### config.mk
export PLATFORM = sky130hd
export DESIGN_NAME = priority_ready_queue_scheduler_core
export DESIGN_NICKNAME = d
export VERILOG_FILES = /design/src/sv/prq_pkg.sv /design/src/sv/prq_ram.sv /design/src/sv/priority_ready_queue_scheduler_core.sv
export SDC_FILE = /design/constraint.sdc
export NUM_CORES = 1
export LEC_CHECK = 0
export ABC_AREA = 1
export BUFFER_PORTS_ARGS = -buffer_cell sky130_fd_sc_hd__buf_4
export CAP_MARGIN = 20
export CORE_ASPECT_RATIO = 1.25
export CORE_UTILIZATION = 50
export DETAILED_ROUTE_END_ITERATION = 10
export GPL_TIMING_DRIVEN = 0
export PLACE_DENSITY = 0.65
export SETUP_SLACK_MARGIN = 0.02
export SLEW_MARGIN = 20
export SYNTH_ARGS = -nofsm -noshare
export SYNTH_HDL_FRONTEND = slang
export SYNTH_SLANG_ARGS = --single-unit
### constraint.sdc
create_clock -name clk -period 5.72 [get_ports clk]
set_clock_uncertainty 0.05 [all_clocks]
set_input_delay 1.43 -clock clk [delete_from_list [all_inputs] [get_ports clk]]
set_output_delay 1.43 -clock clk [all_outputs]
set_load 0.005 [all_outputs]
### src/sv/prq_pkg.sv
// Package for the priority ready queue scheduler: default sizes, field widths,
// function and status codes, and the sequencer state type.
// No dependencies.
`default_nettype none

package prq_pkg;

	// Default sizes, handed to the top level as parameter defaults
	localparam int NUM_PRIORITIES  = 16;
	localparam int NUM_TASKS       = 32;
	localparam int RING_DEPTH      = 8;
	localparam int MAX_ACTIVATIONS = 15;

	// Fixed port field widths
	localparam int TaskIdW = 5;
	localparam int PrioInW = 5;
	localparam int LimitW  = 4;
	localparam int MaskW   = 16;
	localparam int StatusW = 2;

	typedef enum logic {
		FN_ACTIVATE = 1'b0,
		FN_DEQUEUE  = 1'b1
	} func_t;

	typedef enum logic [StatusW-1:0] {
		ST_OK    = 2'd0,
		ST_LIMIT = 2'd1,
		ST_FULL  = 2'd2,
		ST_ZERO  = 2'd3
	} status_t;

	typedef enum logic [2:0] {
		S_IDLE,
		S_EXEC,
		S_FIND,
		S_HEAD,
		S_SLOT
	} state_t;

endpackage

`default_nettype wire

### src/sv/prq_ram.sv
// Generic single-port-write, single-port-read RAM with registered read data.
// No dependencies.
`default_nettype none

module prq_ram #(
	parameter int Width = 8,
	parameter int Depth = 16
) (
	input  logic                       clk,
	input  logic                       we,
	input  logic [$clog2(Depth)-1:0]   waddr,
	input  logic [Width-1:0]           wdata,
	input  logic                       re,
	input  logic [$clog2(Depth)-1:0]   raddr,
	output logic [Width-1:0]           rdata
);

	logic [Width-1:0] mem [Depth];

	// Write port
	always_ff @(posedge clk) begin
		if (we) begin
			mem[waddr] <= wdata;
		end
	end

	// Registered read, holds when not enabled
	always_ff @(posedge clk) begin
		if (re) begin
			rdata <= mem[raddr];
		end
	end

endmodule

`default_nettype wire

### src/sv/priority_ready_queue_scheduler_core.sv
// Top level of the priority ready queue scheduler: sequencer, ring control,
// activation counts and task slot memories. Depends on prq_pkg and prq_ram.
//
// Usage:
//   Command channel: drive func, task_id, task_priority and activation_limit
//   and raise start; the command transfers at a rising edge with start high
//   and busy low. Every command gives exactly one result: done is high for
//   one cycle while next_task, next_idle, ready_mask and status carry it.
//   The receiver cannot stall; results are simply presented for that cycle.
//   States from the transfer edge to the result:
//     activate, or any rejected command:         EXEC
//     dequeue that leaves every ring empty:      EXEC, FIND
//     dequeue that selects a new head task:      EXEC, FIND, HEAD, SLOT
//   A new command can transfer in the cycle done is high, not before, so a
//   command is taken only once the previous one has given its result.
//   A dequeue runs a chain of memory reads: ring control read-modify-write,
//   then the control word of the top priority, then its head slot in the
//   task slot memory.
//   Reset clears the ready bitmap, the cached next task and the valid bits
//   that make the count and ring control memories read as zero; no clearing
//   pass is needed and a command can transfer right after reset.
`default_nettype none

module priority_ready_queue_scheduler_core #(
	parameter int NUM_PRIORITIES  = prq_pkg::NUM_PRIORITIES,
	parameter int NUM_TASKS       = prq_pkg::NUM_TASKS,
	parameter int RING_DEPTH      = prq_pkg::RING_DEPTH,
	parameter int MAX_ACTIVATIONS = prq_pkg::MAX_ACTIVATIONS
) (
	input  logic                         clk,
	input  logic                         arst_n,
	input  logic                         start,
	output logic                         busy,
	input  logic                         func,
	input  logic [prq_pkg::TaskIdW-1:0]  task_id,
	input  logic [prq_pkg::PrioInW-1:0]  task_priority,
	input  logic [prq_pkg::LimitW-1:0]   activation_limit,
	output logic                         done,
	output logic [prq_pkg::TaskIdW-1:0]  next_task,
	output logic                         next_idle,
	output logic [prq_pkg::MaskW-1:0]    ready_mask,
	output logic [prq_pkg::StatusW-1:0]  status
);

	import prq_pkg::*;

	localparam int TaskW      = $clog2(NUM_TASKS);
	localparam int PrioW      = $clog2(NUM_PRIORITIES);
	localparam int PrioVW     = $clog2(NUM_PRIORITIES + 1);
	localparam int HeadW      = $clog2(RING_DEPTH);
	localparam int FillW      = $clog2(RING_DEPTH + 1);
	localparam int CntW       = $clog2(MAX_ACTIVATIONS + 1);
	localparam int SlotDepth  = NUM_PRIORITIES * RING_DEPTH;
	localparam int SlotAw     = $clog2(SlotDepth);
	localparam int MaskExtW   = (NUM_PRIORITIES > MaskW) ? NUM_PRIORITIES : MaskW;
	localparam int TaskInNum  = 2 ** TaskIdW;

	typedef struct packed {
		logic [HeadW-1:0] head;
		logic [HeadW-1:0] tail;
		logic [FillW-1:0] fill;
	} ring_ctl_t;

	localparam int CtlW = $bits(ring_ctl_t);

	// Control state
	state_t                    state_q, state_d;
	logic [NUM_PRIORITIES-1:0] ready_q;
	logic [TaskW-1:0]          cached_q;
	logic [PrioVW-1:0]         cached_prio_q;
	status_t                   status_q;
	logic                      done_q;
	logic [NUM_TASKS-1:0]      cnt_vld_q;
	logic [NUM_PRIORITIES-1:0] ctl_vld_q;

	// Command payload
	func_t             func_q;
	logic [TaskW-1:0]  task_q;
	logic [PrioVW-1:0] prio_q;
	logic [PrioW-1:0]  p_q;
	logic [CntW-1:0]   lim_q;
	logic [PrioW-1:0]  top_q;

	// Decoded command fields
	logic              accept;
	logic [TaskW-1:0]  task_in;
	logic [PrioVW-1:0] prio_in;
	logic [PrioW-1:0]  p_in;
	logic [CntW-1:0]   lim_in;

	// Memory ports
	logic              cnt_we, cnt_re;
	logic [TaskW-1:0]  cnt_waddr, cnt_raddr;
	logic [CntW-1:0]   cnt_wdata, cnt_rdata;
	logic              ctl_we, ctl_re;
	logic [PrioW-1:0]  ctl_waddr, ctl_raddr;
	logic [CtlW-1:0]   ctl_rdata;
	ring_ctl_t         ctl_wdata;
	logic              slot_we, slot_re;
	logic [SlotAw-1:0] slot_waddr, slot_raddr;
	logic [TaskW-1:0]  slot_wdata, slot_rdata;

	// Execute stage
	logic [PrioW-1:0]          ctl_idx;
	logic [CntW-1:0]           cnt_cur, cnt_new;
	ring_ctl_t                 ctl_cur, ctl_new;
	logic [HeadW-1:0]          tail_inc, head_inc;
	logic [NUM_PRIORITIES-1:0] prio_bit, ready_deq;
	status_t                   exec_status;
	logic                      exec_ok;

	// Top priority search
	logic              any_ready;
	logic [PrioW-1:0]  top_sel;
	logic [MaskExtW-1:0] ready_ext;

	assign accept = start && (state_q == S_IDLE);

	// Command decode: id reduction, priority clamp, limit saturation
	always_comb begin
		task_in = '0;
		for (int i = 0; i < TaskInNum; i++) begin
			if (task_id == TaskIdW'(i)) begin
				task_in = TaskW'(i % NUM_TASKS);
			end
		end
		if (task_priority == '0) begin
			prio_in = PrioVW'(1);
		end else if (32'(task_priority) > NUM_PRIORITIES) begin
			prio_in = PrioVW'(NUM_PRIORITIES);
		end else begin
			prio_in = PrioVW'(task_priority);
		end
		p_in = PrioW'(prio_in - PrioVW'(1));
		if (32'(activation_limit) > MAX_ACTIVATIONS) begin
			lim_in = CntW'(MAX_ACTIVATIONS);
		end else begin
			lim_in = CntW'(activation_limit);
		end
	end

	// Entries never written read as zero
	always_comb begin
		ctl_idx = (state_q == S_HEAD) ? top_q : p_q;
		cnt_cur = cnt_vld_q[task_q] ? cnt_rdata : '0;
		ctl_cur = ctl_vld_q[ctl_idx] ? ring_ctl_t'(ctl_rdata) : '0;
	end

	// Read-modify-write of count and ring control
	always_comb begin
		prio_bit  = NUM_PRIORITIES'(1) << p_q;
		tail_inc  = (ctl_cur.tail == HeadW'(RING_DEPTH - 1)) ? '0 : ctl_cur.tail + HeadW'(1);
		head_inc  = (ctl_cur.head == HeadW'(RING_DEPTH - 1)) ? '0 : ctl_cur.head + HeadW'(1);
		cnt_new   = cnt_cur;
		ctl_new   = ctl_cur;
		ready_deq = ready_q;
		exec_status = ST_OK;
		if (func_q == FN_ACTIVATE) begin
			if (cnt_cur >= lim_q) begin
				exec_status = ST_LIMIT;
			end else if (ctl_cur.fill >= FillW'(RING_DEPTH)) begin
				exec_status = ST_FULL;
			end
			cnt_new      = cnt_cur + CntW'(1);
			ctl_new.tail = tail_inc;
			ctl_new.fill = ctl_cur.fill + FillW'(1);
		end else begin
			if (cnt_cur == '0) begin
				exec_status = ST_ZERO;
			end
			cnt_new = cnt_cur - CntW'(1);
			if (ctl_cur.fill != '0) begin
				ctl_new.head = head_inc;
				ctl_new.fill = ctl_cur.fill - FillW'(1);
			end
			if (ctl_new.fill == '0) begin
				ready_deq = ready_q & ~prio_bit;
			end
		end
		exec_ok = (state_q == S_EXEC) && (exec_status == ST_OK);
	end

	// Highest non-empty priority
	always_comb begin
		any_ready = |ready_q;
		top_sel   = '0;
		for (int i = 0; i < NUM_PRIORITIES; i++) begin
			if (ready_q[i]) begin
				top_sel = PrioW'(i);
			end
		end
	end

	// Sequencer next state
	always_comb begin
		state_d = state_q;
		unique case (state_q)
			S_IDLE: begin
				if (accept) state_d = S_EXEC;
			end
			S_EXEC: begin
				if (func_q == FN_DEQUEUE && exec_status == ST_OK) begin
					state_d = S_FIND;
				end else begin
					state_d = S_IDLE;
				end
			end
			S_FIND: begin
				state_d = any_ready ? S_HEAD : S_IDLE;
			end
			S_HEAD: state_d = S_SLOT;
			S_SLOT: state_d = S_IDLE;
			default: state_d = S_IDLE;
		endcase
	end

	// Sequencer outputs: handshake and memory controls
	always_comb begin
		busy       = (state_q != S_IDLE);
		cnt_re     = accept;
		cnt_raddr  = task_in;
		cnt_we     = exec_ok;
		cnt_waddr  = task_q;
		cnt_wdata  = cnt_new;
		ctl_re     = accept || (state_q == S_FIND && any_ready);
		ctl_raddr  = (state_q == S_IDLE) ? p_in : top_sel;
		ctl_we     = exec_ok;
		ctl_waddr  = p_q;
		ctl_wdata  = ctl_new;
		slot_re    = (state_q == S_HEAD);
		slot_raddr = SlotAw'(top_q) * SlotAw'(RING_DEPTH) + SlotAw'(ctl_cur.head);
		slot_we    = exec_ok && (func_q == FN_ACTIVATE);
		slot_waddr = SlotAw'(p_q) * SlotAw'(RING_DEPTH) + SlotAw'(ctl_cur.tail);
		slot_wdata = task_q;
	end

	// Control registers
	always_ff @(posedge clk or negedge arst_n) begin
		if (!arst_n) begin
			state_q       <= S_IDLE;
			ready_q       <= '0;
			cached_q      <= '0;
			cached_prio_q <= '0;
			status_q      <= ST_OK;
			done_q        <= 1'b0;
			cnt_vld_q     <= '0;
			ctl_vld_q     <= '0;
		end else begin
			state_q <= state_d;
			done_q  <= 1'b0;
			unique case (state_q)
				S_EXEC: begin
					if (exec_ok) begin
						cnt_vld_q[task_q] <= 1'b1;
						ctl_vld_q[p_q]    <= 1'b1;
					end
					if (func_q == FN_ACTIVATE) begin
						if (exec_ok) begin
							ready_q <= ready_q | prio_bit;
							if (prio_q > cached_prio_q) begin
								cached_q      <= task_q;
								cached_prio_q <= prio_q;
							end
						end
						status_q <= exec_status;
						done_q   <= 1'b1;
					end else if (exec_ok) begin
						ready_q <= ready_deq;
					end else begin
						status_q <= exec_status;
						done_q   <= 1'b1;
					end
				end
				S_FIND: begin
					if (!any_ready) begin
						cached_q      <= '0;
						cached_prio_q <= '0;
						status_q      <= ST_OK;
						done_q        <= 1'b1;
					end
				end
				S_SLOT: begin
					cached_q      <= slot_rdata;
					cached_prio_q <= PrioVW'(top_q) + PrioVW'(1);
					status_q      <= ST_OK;
					done_q        <= 1'b1;
				end
				default: begin
				end
			endcase
		end
	end

	// Command payload and search result
	always_ff @(posedge clk) begin
		if (accept) begin
			func_q <= func_t'(func);
			task_q <= task_in;
			prio_q <= prio_in;
			p_q    <= p_in;
			lim_q  <= lim_in;
		end
		if (state_q == S_FIND) begin
			top_q <= top_sel;
		end
	end

	// Per-task activation counts
	prq_ram #(
		.Width (CntW),
		.Depth (NUM_TASKS)
	) u_cnt_ram (
		.clk   (clk),
		.we    (cnt_we),
		.waddr (cnt_waddr),
		.wdata (cnt_wdata),
		.re    (cnt_re),
		.raddr (cnt_raddr),
		.rdata (cnt_rdata)
	);

	// Per-priority ring head, tail and fill
	prq_ram #(
		.Width (CtlW),
		.Depth (NUM_PRIORITIES)
	) u_ctl_ram (
		.clk   (clk),
		.we    (ctl_we),
		.waddr (ctl_waddr),
		.wdata (ctl_wdata),
		.re    (ctl_re),
		.raddr (ctl_raddr),
		.rdata (ctl_rdata)
	);

	// Ring slots, one row of RING_DEPTH per priority
	prq_ram #(
		.Width (TaskW),
		.Depth (SlotDepth)
	) u_slot_ram (
		.clk   (clk),
		.we    (slot_we),
		.waddr (slot_waddr),
		.wdata (slot_wdata),
		.re    (slot_re),
		.raddr (slot_raddr),
		.rdata (slot_rdata)
	);

	// Result ports
	assign ready_ext  = MaskExtW'(ready_q);
	assign done       = done_q;
	assign next_task  = TaskIdW'(cached_q);
	assign next_idle  = (cached_prio_q == '0);
	assign ready_mask = ready_ext[MaskW-1:0];
	assign status     = status_q;

endmodule

`default_nettype wire

# ---- Yosys cells after proc, flatten, opt, wreduce, memory -nomap -nowiden
# Memory sizes are Yosys's and may differ from the RTL's. A register that Yosys moved wholly into a read port is not among the register bits.
# Cells that the tools add are included.
dict set report word_totals {
  input_bits 18
  n_memories 3
  ram_bits 928
  out_inout_bits 26
  ff_bits 103
}
dict set report op_classes {
  n_reduce_logical 22
  magnitude_cmp 9
  add_sub_neg 10
  bitwise 6
  n_eq_ne 44
  mux 102
  shifts 1
}
# name words width rd rd_ports_with_merged_regs wr line_no
set mem_list {}
lappend mem_list {u_slot_ram.mem 128 5 1 1 1 prq_ram.sv:18} ;# logic [Width-1:0] mem [Depth];
lappend mem_list {u_ctl_ram.mem 16 10 1 1 1 prq_ram.sv:18}
lappend mem_list {u_cnt_ram.mem 32 4 1 1 1 prq_ram.sv:18}
# operator n
set op_table {}
lappend op_table {{5-bit two-way mux} 37}
lappend op_table {{4-bit two-way mux} 21}
lappend op_table {{5-bit == test, second input constant} 16}
lappend op_table {{16-bit two-way mux} 4}
lappend op_table {{5-bit by 4-bit == test with 1-bit output, second input constant} 8}
lappend op_table {{16-bit OR} 2}
lappend op_table {{32-bit OR} 1}
lappend op_table {{5-bit case mux with 3 select lines} 2}
lappend op_table {{2-bit two-way mux} 11}
lappend op_table {{5-bit by 3-bit == test with 1-bit output, second input constant} 4}
lappend op_table {{3-bit two-way mux} 6}
lappend op_table {{16-bit AND} 1}
lappend op_table {{16-bit inverter} 1}
lappend op_table {{16-bit OR reduction} 1}
lappend op_table {{1-bit by 4-bit left shift with 16-bit output, first input constant} 1}
lappend op_table {{7-bit by 3-bit adder with 7-bit output} 2}
lappend op_table {{1-bit two-way mux} 13}
lappend op_table {{3-bit case mux with 4 select lines} 1}
lappend op_table {{4-bit by 1-bit subtractor with 4-bit output, second input constant} 3}
lappend op_table {{5-bit by 2-bit == test with 1-bit output, second input constant} 2}
lappend op_table {{5-bit logical NOT} 2}
lappend op_table {{4-bit by 5-bit less-than comparator with 1-bit output, second input constant} 2}
lappend op_table {{10-bit two-way mux} 1}
lappend op_table {{3-bit == test, second input constant} 3}
lappend op_table {{other kinds (33)} 49}

# ---- Logic depth before layout (Yosys ltp)
dict set report logic_depth {
  depth_word 32
  mapped_depth 24
}

# ---- By module
# A second synthesis with hierarchy kept.
dict set report hier_totals {
  cells_unflattened 4193
  hier_area_um2 45372.3
}
# module instances area_each_um2 seq_area_each_um2 cells_each
set by_module_without_submodules {}
lappend by_module_without_submodules {{prq_ram at u_slot_ram} 1 26746.9 19368.6 2308}
lappend by_module_without_submodules {{prq_ram at u_ctl_ram} 1 7272.0 5104.9 682}
lappend by_module_without_submodules {priority_ready_queue_scheduler_core 1 5815.6 2692.6 717}
lappend by_module_without_submodules {{prq_ram at u_cnt_ram} 1 5537.8 3963.8 486}

# ---- Least setup slack after synthesis
# Ideal clock, no wire load.
dict set report synth_path {
  path_kind {register to register}
  startpoint {register task_q[1] (netlist: cnt_waddr[1])}
  endpoint {memory u_cnt_ram.mem[23][0] (netlist name) (enable)}
  stages_incl_launch_ff 21
  path_slack_ns -0.097
  required_time_ns 5.338
  t_arrival_ns 5.435
  path_cell_list {edfxtp_1 buf_2 nor2_1 a22oi_1 o221ai_1 nand2_1 nand2_1 nor2_1 nand2_1 nand2_1 ha_1 inv_1 a21boi_0 o21ai_0 nand2_1 a211oi_1 nor2_1 nor3_2 nand3_1 buf_2 nor2_1}
}
dict set report synth_between {
  elab_chain_cells 10
}
# element line_no
set synth_lines {}
lappend synth_lines {{start: declaration} priority_ready_queue_scheduler_core.sv:78} ;# logic [TaskW-1:0] task_q;
lappend synth_lines {{start signal: assignment} priority_ready_queue_scheduler_core.sv:298} ;# task_q <= task_in;
lappend synth_lines {{1-bit binary-select mux with 5-bit select} priority_ready_queue_scheduler_core.sv:145} ;# cnt_cur = cnt_vld_q[task_q] ? cnt_rdata : '0;
lappend synth_lines {{1-bit two-way mux (not written as such)} priority_ready_queue_scheduler_core.sv:145}
lappend synth_lines {{4-bit two-way mux} priority_ready_queue_scheduler_core.sv:145}
lappend synth_lines {{4-bit >= comparator / 4-bit logical NOT (equally long branches)} {priority_ready_queue_scheduler_core.sv:159, priority_ready_queue_scheduler_core.sv:168}}
lappend synth_lines {{2-bit two-way mux (on tied branches)} {priority_ready_queue_scheduler_core.sv:159, priority_ready_queue_scheduler_core.sv:168}}
lappend synth_lines {{2-bit two-way mux} priority_ready_queue_scheduler_core.sv:158} ;# if (func_q == FN_ACTIVATE) begin
lappend synth_lines {{2-bit logical NOT} priority_ready_queue_scheduler_core.sv:180} ;# exec_ok = (state_q == S_EXEC) && (exec_status == ST_OK);
lappend synth_lines {{1-bit logical AND} priority_ready_queue_scheduler_core.sv:180}
lappend synth_lines {{1-bit two-way mux} prq_ram.sv:22} ;# if (we) begin
lappend synth_lines {{1-bit two-way mux (not written as such)} prq_ram.sv:23} ;# mem[waddr] <= wdata;
lappend synth_lines {{end: declaration} prq_ram.sv:18}
# Several ways; a longest one is shown, not always the timed one. The select of a mux whose other input is x is not followed.

# ---- Worst setup path in the final report
dict set report layout_path {
  startpoint {register task_q[1] (netlist: cnt_waddr[1])}
  endpoint {memory u_slot_ram.mem[88][0] (netlist name) (enable)}
}
dict set report layout_between {
  elab_chain_cells 11
}
# element line_no
set layout_lines {}
lappend layout_lines {{1-bit binary-select mux with 5-bit select (*)} priority_ready_queue_scheduler_core.sv:145}
lappend layout_lines {{1-bit two-way mux (not written as such) (*)} priority_ready_queue_scheduler_core.sv:145}
lappend layout_lines {{4-bit two-way mux (*)} priority_ready_queue_scheduler_core.sv:145}
lappend layout_lines {{4-bit >= comparator / 4-bit logical NOT (equally long branches)} {priority_ready_queue_scheduler_core.sv:159, priority_ready_queue_scheduler_core.sv:168}}
lappend layout_lines {{2-bit two-way mux (on tied branches)} {priority_ready_queue_scheduler_core.sv:159, priority_ready_queue_scheduler_core.sv:168}}
lappend layout_lines {{2-bit two-way mux (*)} priority_ready_queue_scheduler_core.sv:158}
lappend layout_lines {{2-bit logical NOT (*)} priority_ready_queue_scheduler_core.sv:180}
lappend layout_lines {{1-bit logical AND (*)} priority_ready_queue_scheduler_core.sv:180}
lappend layout_lines {{1-bit logical AND (*)} priority_ready_queue_scheduler_core.sv:232} ;# slot_we = exec_ok && (func_q == FN_ACTIVATE);
lappend layout_lines {{1-bit two-way mux (*)} prq_ram.sv:22}
lappend layout_lines {{1-bit two-way mux (not written as such) (*)} prq_ram.sv:23}
lappend layout_lines {{end: declaration} prq_ram.sv:18}
# Mark *: on every way between the ends. The rest lies on a longest branch, timed or not. The select of a mux whose other input is x is not followed.

==> summary.md <==
## Synthesis
• flop and latch count out of synthesis: 1,050
• top_reg_cell synth: sky130_fd_sc_hd__edfxtp_1
• proportion of register bits with asynchronous set or reset after synthesis: 0.0762
• combinational family with the most area after synthesis: simple AND/OR/NAND/NOR gates
• share of synthesized area spent on multiplexers: 0
• sequential cell area fraction in the yosys report: 0.680
• average instance area after synthesis: 10.6 µm²
• post-synth cell types: 47
• EDFF count, synth: 970
• total of warnings raised by yosys: 0
• post-synthesis cell area: 45,800 µm²
• post-synthesis share of cell area spent on xor and xnor gates: 0.00191
• simple-gate portion of the synthesized area: 0.222
• post-synthesis share of cell area spent on full adders, half adders and majority gates: 0.00508
• cell count after synthesis: 4,329
• Mapped Nets: 4,365
• Synth Area in Compound Gates: 0.0304

## Floorplanning
• height of the chip: 340 µm
• cell row count: 123
• I/O Pins: 44
• effective utilization at floorplan: 0.507
• DIE WIDTH: 273 µm
• placeable core region: 90,300 µm²
• full die area: 92,800 µm²

## Worst setup path
• type of the worst setup path: register to register
• worst r2r dst: u_slot_ram.mem[88][0]$_DFFE_PP_
• count of cells along the worst register-to-register path: 23
• CP startpoint kind: register
• capturing element of the worst setup path: u_slot_ram.mem[88][0]$_DFFE_PP_
• Critical path origin: cnt_waddr[1]$_DFFE_PP_
• required time reported for the critical path endpoint: 6.00 ns
• Worst setup EP type: register
• critical path arrival: 5.64 ns
• register-to-register setup slack: 0.37 ns
• FF-to-FF Start: cnt_waddr[1]$_DFFE_PP_
• worst-path fanout max: 35

## Timing
• RSZ-0062 raised after global routing: no
• remaining max-slew budget at the tightest pin: 0.184
• Pins Over Slew Limit: 0
• ratio of final minimum period to clock period: 0.936
• count of endpoints failing hold in the final timing report: 0
• total negative slack for setup checks: 0 ns
• Slew @ Worst Pin: 1.22 ns
• final setup fails: 0
• Max Fclk: 0.187 GHz
• shortest period the worst path allows: 5.35 ns

## Final layout
• fill count: 7,468
• relative area change from synthesis to final layout: 13.7%
• # diodes: 0
• number of standard cells in the final layout excluding fillers: 5,798
• Post-layout nets: 4,562
• proportion of layout cells with a drive suffix above 1: 0.0922

## Clock network
• clock transition at the registers of the reported paths: 0.06 ns
• number of buffers inserted during clock tree synthesis: 99
• Clock Latency Late Sink: 0.70 ns
• Clock Sink Count: 1,050
• TritonCTS clock tree: done
• maximum root-to-sink buffer count: 3
• H-tree levels: 3
• clock tree root driver cell: sky130_fd_sc_hd__clkbuf_16

## Route
• First-pass DRT Iterations: 6
• DRC violation total after the first TritonRoute iteration: 4,441
• total via count after detailed routing: 33,900
• average wire per cell in the routed design: 25.1 µm
• Final Routed Wirelength: 145,000 µm
• DRC errors left: 0
• Avg Vias per Cell: 5.85
• Post-DRT Antenna Nets: 0

## Placed design
• Placed Cells: 5,605
• global placement routability congestion: 1.08
• number of buffers inserted by port buffering: 40
• placed wire-length estimate after detailed placement: 104,000 µm

## Min path
• worst min-delay path class: register to register
• Worst Hold Path Cells: 2
• hold path startpoint: cnt_vld_q[18]$_DFFE_PN0P_

## GRT
• remaining global-route overflow: 0
• global-route wire length before repair: 212,000 µm
• global-route usage over all layers: 0.315
• number of antenna violations at the first check in global routing: 1
• number of global-route vias before repair: 32,300
• pin count of the biggest net entering global routing: 81

## Flow run
• maximum capacitance violations: 0

## Pwr
• Leak: 20.7 nW
• maximum ir drop on the vdd rail: 0.349 mV
• pwr dens: 481 nW/µm²

## Outcome
• status: finished, final reports clean

[cell families (layout without fill, tap and decap cells)]
logic type / count (synthesis) / count (layout)
and+or+nand+nor: 2291 / 2291
buffers and inverters: 726 / 1008
DFF: 1050 / 1050
xor gates and xnor gates: 10 / 10
AOI/OAI and AO/OA: 234 / 234
adders and majority gates: 18 / 18
[metrics by stage]
stage | total power, mW | hold WS [ns] | area (µm²) | utilization | worst slack (ns)
floorplan | 14.2 | 0.377 | 45800 | - | 0.124
global placement | 17.6 | 0.386 | 47600 | 0.527 | -4.07
detailed placement | 17.9 | 0.398 | 48500 | 0.537 | -0.655
CTS | 24.8 | 0.412 | 51900 | 0.575 | 0.174
global route | 25.9 | 0.431 | 52100 | 0.576 | 0.0612
finish | 25.0 | 0.410 | 52100 | 0.576 | 0.367
[sequential cells by signal, summed over array words and instances (netlist names), 5 cells and up, named ones only]
signal and cells:
next_task 5, prio_q 5, cached_prio_q 5, u_slot_ram.mem 640, u_slot_ram.rdata 5, u_cnt_ram.mem 128, u_ctl_ram.rdata 10, u_ctl_ram.mem 160
ctl_vld_q 16, cnt_vld_q 32, cnt_waddr 5
[how the worst min path moves through the flow]
stage                                end  slack [ns]
6_report       cnt_vld_q[18]$_DFFE_PN0P_        0.41
5_1_grt        cnt_vld_q[11]$_DFFE_PN0P_        0.43
4_1_cts        cnt_vld_q[18]$_DFFE_PN0P_        0.41
3_5_place_dp   cnt_vld_q[18]$_DFFE_PN0P_        0.40
3_3_place_gp   cnt_vld_q[15]$_DFFE_PN0P_        0.39
2_1_floorplan  cnt_vld_q[10]$_DFFE_PN0P_        0.38
[cell usage after synthesis (all sizes together), types with 13 or more instances]
cell type	instances	area, µm²
inv	467	1760
clkbuf	173	649
or2	48	300
o211ai	17	128
edfxtp	970	29100
nand3	669	3390
nand2	1026	3940
nand4	169	1060
ha	17	213
dfrtp	80	2000
nor3	13	70.1
nor2	364	1400
o21ai	155	776
buf	83	380
o221ai	24	210
[what timing repair did]
action / in CTS / in global routing
gates resized for setup: 5 / 33
endpoints found under the setup margin: 980 / 734
gates cloned: 0 / 0
hold buffers: 0 / 0
setup buffers: 1 / 6
[report_power, final]
part	internal [mW]	switching, mW	total [mW]
clock	3.97	2.97	6.94
combinational	2.17	6.51	8.68
sequential	9.21	0.197	9.41
[area by class of cell]
cell class / instances / area [µm²] / area share
sequential: 1050 / 31100 / 0.598
multi-input combinational: 2553 / 12100 / 0.232
clock inverter: 69 / 756 / 0.0145
tap: 1187 / 1490 / 0.0285
inverter: 470 / 1770 / 0.0341
buffer: 256 / 1040 / 0.0199
clock buffer: 117 / 2660 / 0.0511
timing repair buffer: 96 / 1160 / 0.0222
[critical path, cell delays in order (launching register included)]
cell	delay [ns]
sky130_fd_sc_hd__edfxtp_1	0.42
sky130_fd_sc_hd__buf_16	0.18
sky130_fd_sc_hd__buf_6	0.17
sky130_fd_sc_hd__buf_2	0.25
sky130_fd_sc_hd__nor2_4	0.10
sky130_fd_sc_hd__a22oi_1	0.24
sky130_fd_sc_hd__o221ai_1	0.16
sky130_fd_sc_hd__nand2_1	0.09
sky130_fd_sc_hd__nand2_1	0.05
sky130_fd_sc_hd__nor2_1	0.14
sky130_fd_sc_hd__nand2_1	0.19
sky130_fd_sc_hd__nand2_8	0.26
sky130_fd_sc_hd__ha_1	0.29
sky130_fd_sc_hd__inv_1	0.05
sky130_fd_sc_hd__a21boi_0	0.07
sky130_fd_sc_hd__o21ai_0	0.16
sky130_fd_sc_hd__nand2_1	0.07
sky130_fd_sc_hd__a211oi_1	0.41
sky130_fd_sc_hd__nor2_1	0.23
sky130_fd_sc_hd__nor2_4	0.23
sky130_fd_sc_hd__nand2_4	0.11
sky130_fd_sc_hd__nor2_4	0.17
sky130_fd_sc_hd__nand2_2	0.31
sky130_fd_sc_hd__nor2_1	0.55
[per-layer routing]
layer  GRT usage  share of wire
met5           0       0.000089
met4       0.190          0.067
met3      0.0533          0.093
met2       0.508           0.47
met1       0.399           0.37
[cell usage in the layout, fill, tap and decap left out, types with 7 or more instances in the layout]
master                       netlist  final
sky130_fd_sc_hd__nor2_4            2      7
sky130_fd_sc_hd__buf_16            0      8
sky130_fd_sc_hd__or2_1            14     14
sky130_fd_sc_hd__inv_1           453    451
sky130_fd_sc_hd__nand2_4           9      9
sky130_fd_sc_hd__ha_1             17     17
sky130_fd_sc_hd__edfxtp_1        970    970
sky130_fd_sc_hd__dfrtp_1          80     80
sky130_fd_sc_hd__buf_4             2     48
sky130_fd_sc_hd__bufinv_16         0     14
sky130_fd_sc_hd__o211ai_1         17     17
sky130_fd_sc_hd__buf_8             0     29
sky130_fd_sc_hd__o21ai_1          21     22
sky130_fd_sc_hd__a22oi_1           8      8
sky130_fd_sc_hd__nand2_2          10     10
sky130_fd_sc_hd__buf_2            49     49
sky130_fd_sc_hd__nor3_1           12     12
sky130_fd_sc_hd__buf_1            32     32
sky130_fd_sc_hd__nor2_2            1     24
sky130_fd_sc_hd__nor2_1          360    332
sky130_fd_sc_hd__clkbuf_16         0    103
sky130_fd_sc_hd__or2_2            34     34
sky130_fd_sc_hd__clkinv_1          3     22
sky130_fd_sc_hd__clkbuf_1        173    179
sky130_fd_sc_hd__nand3_1         666    666
sky130_fd_sc_hd__inv_2            13     13
sky130_fd_sc_hd__clkinvlp_4        0      9
sky130_fd_sc_hd__clkinv_2          0     19
sky130_fd_sc_hd__o21ai_0         134    129
sky130_fd_sc_hd__o221ai_1         24     24
sky130_fd_sc_hd__nand4_1         169    169
sky130_fd_sc_hd__buf_6             0     12
sky130_fd_sc_hd__nand2_1        1007   1006
Power figures use the tool's default switching activity.
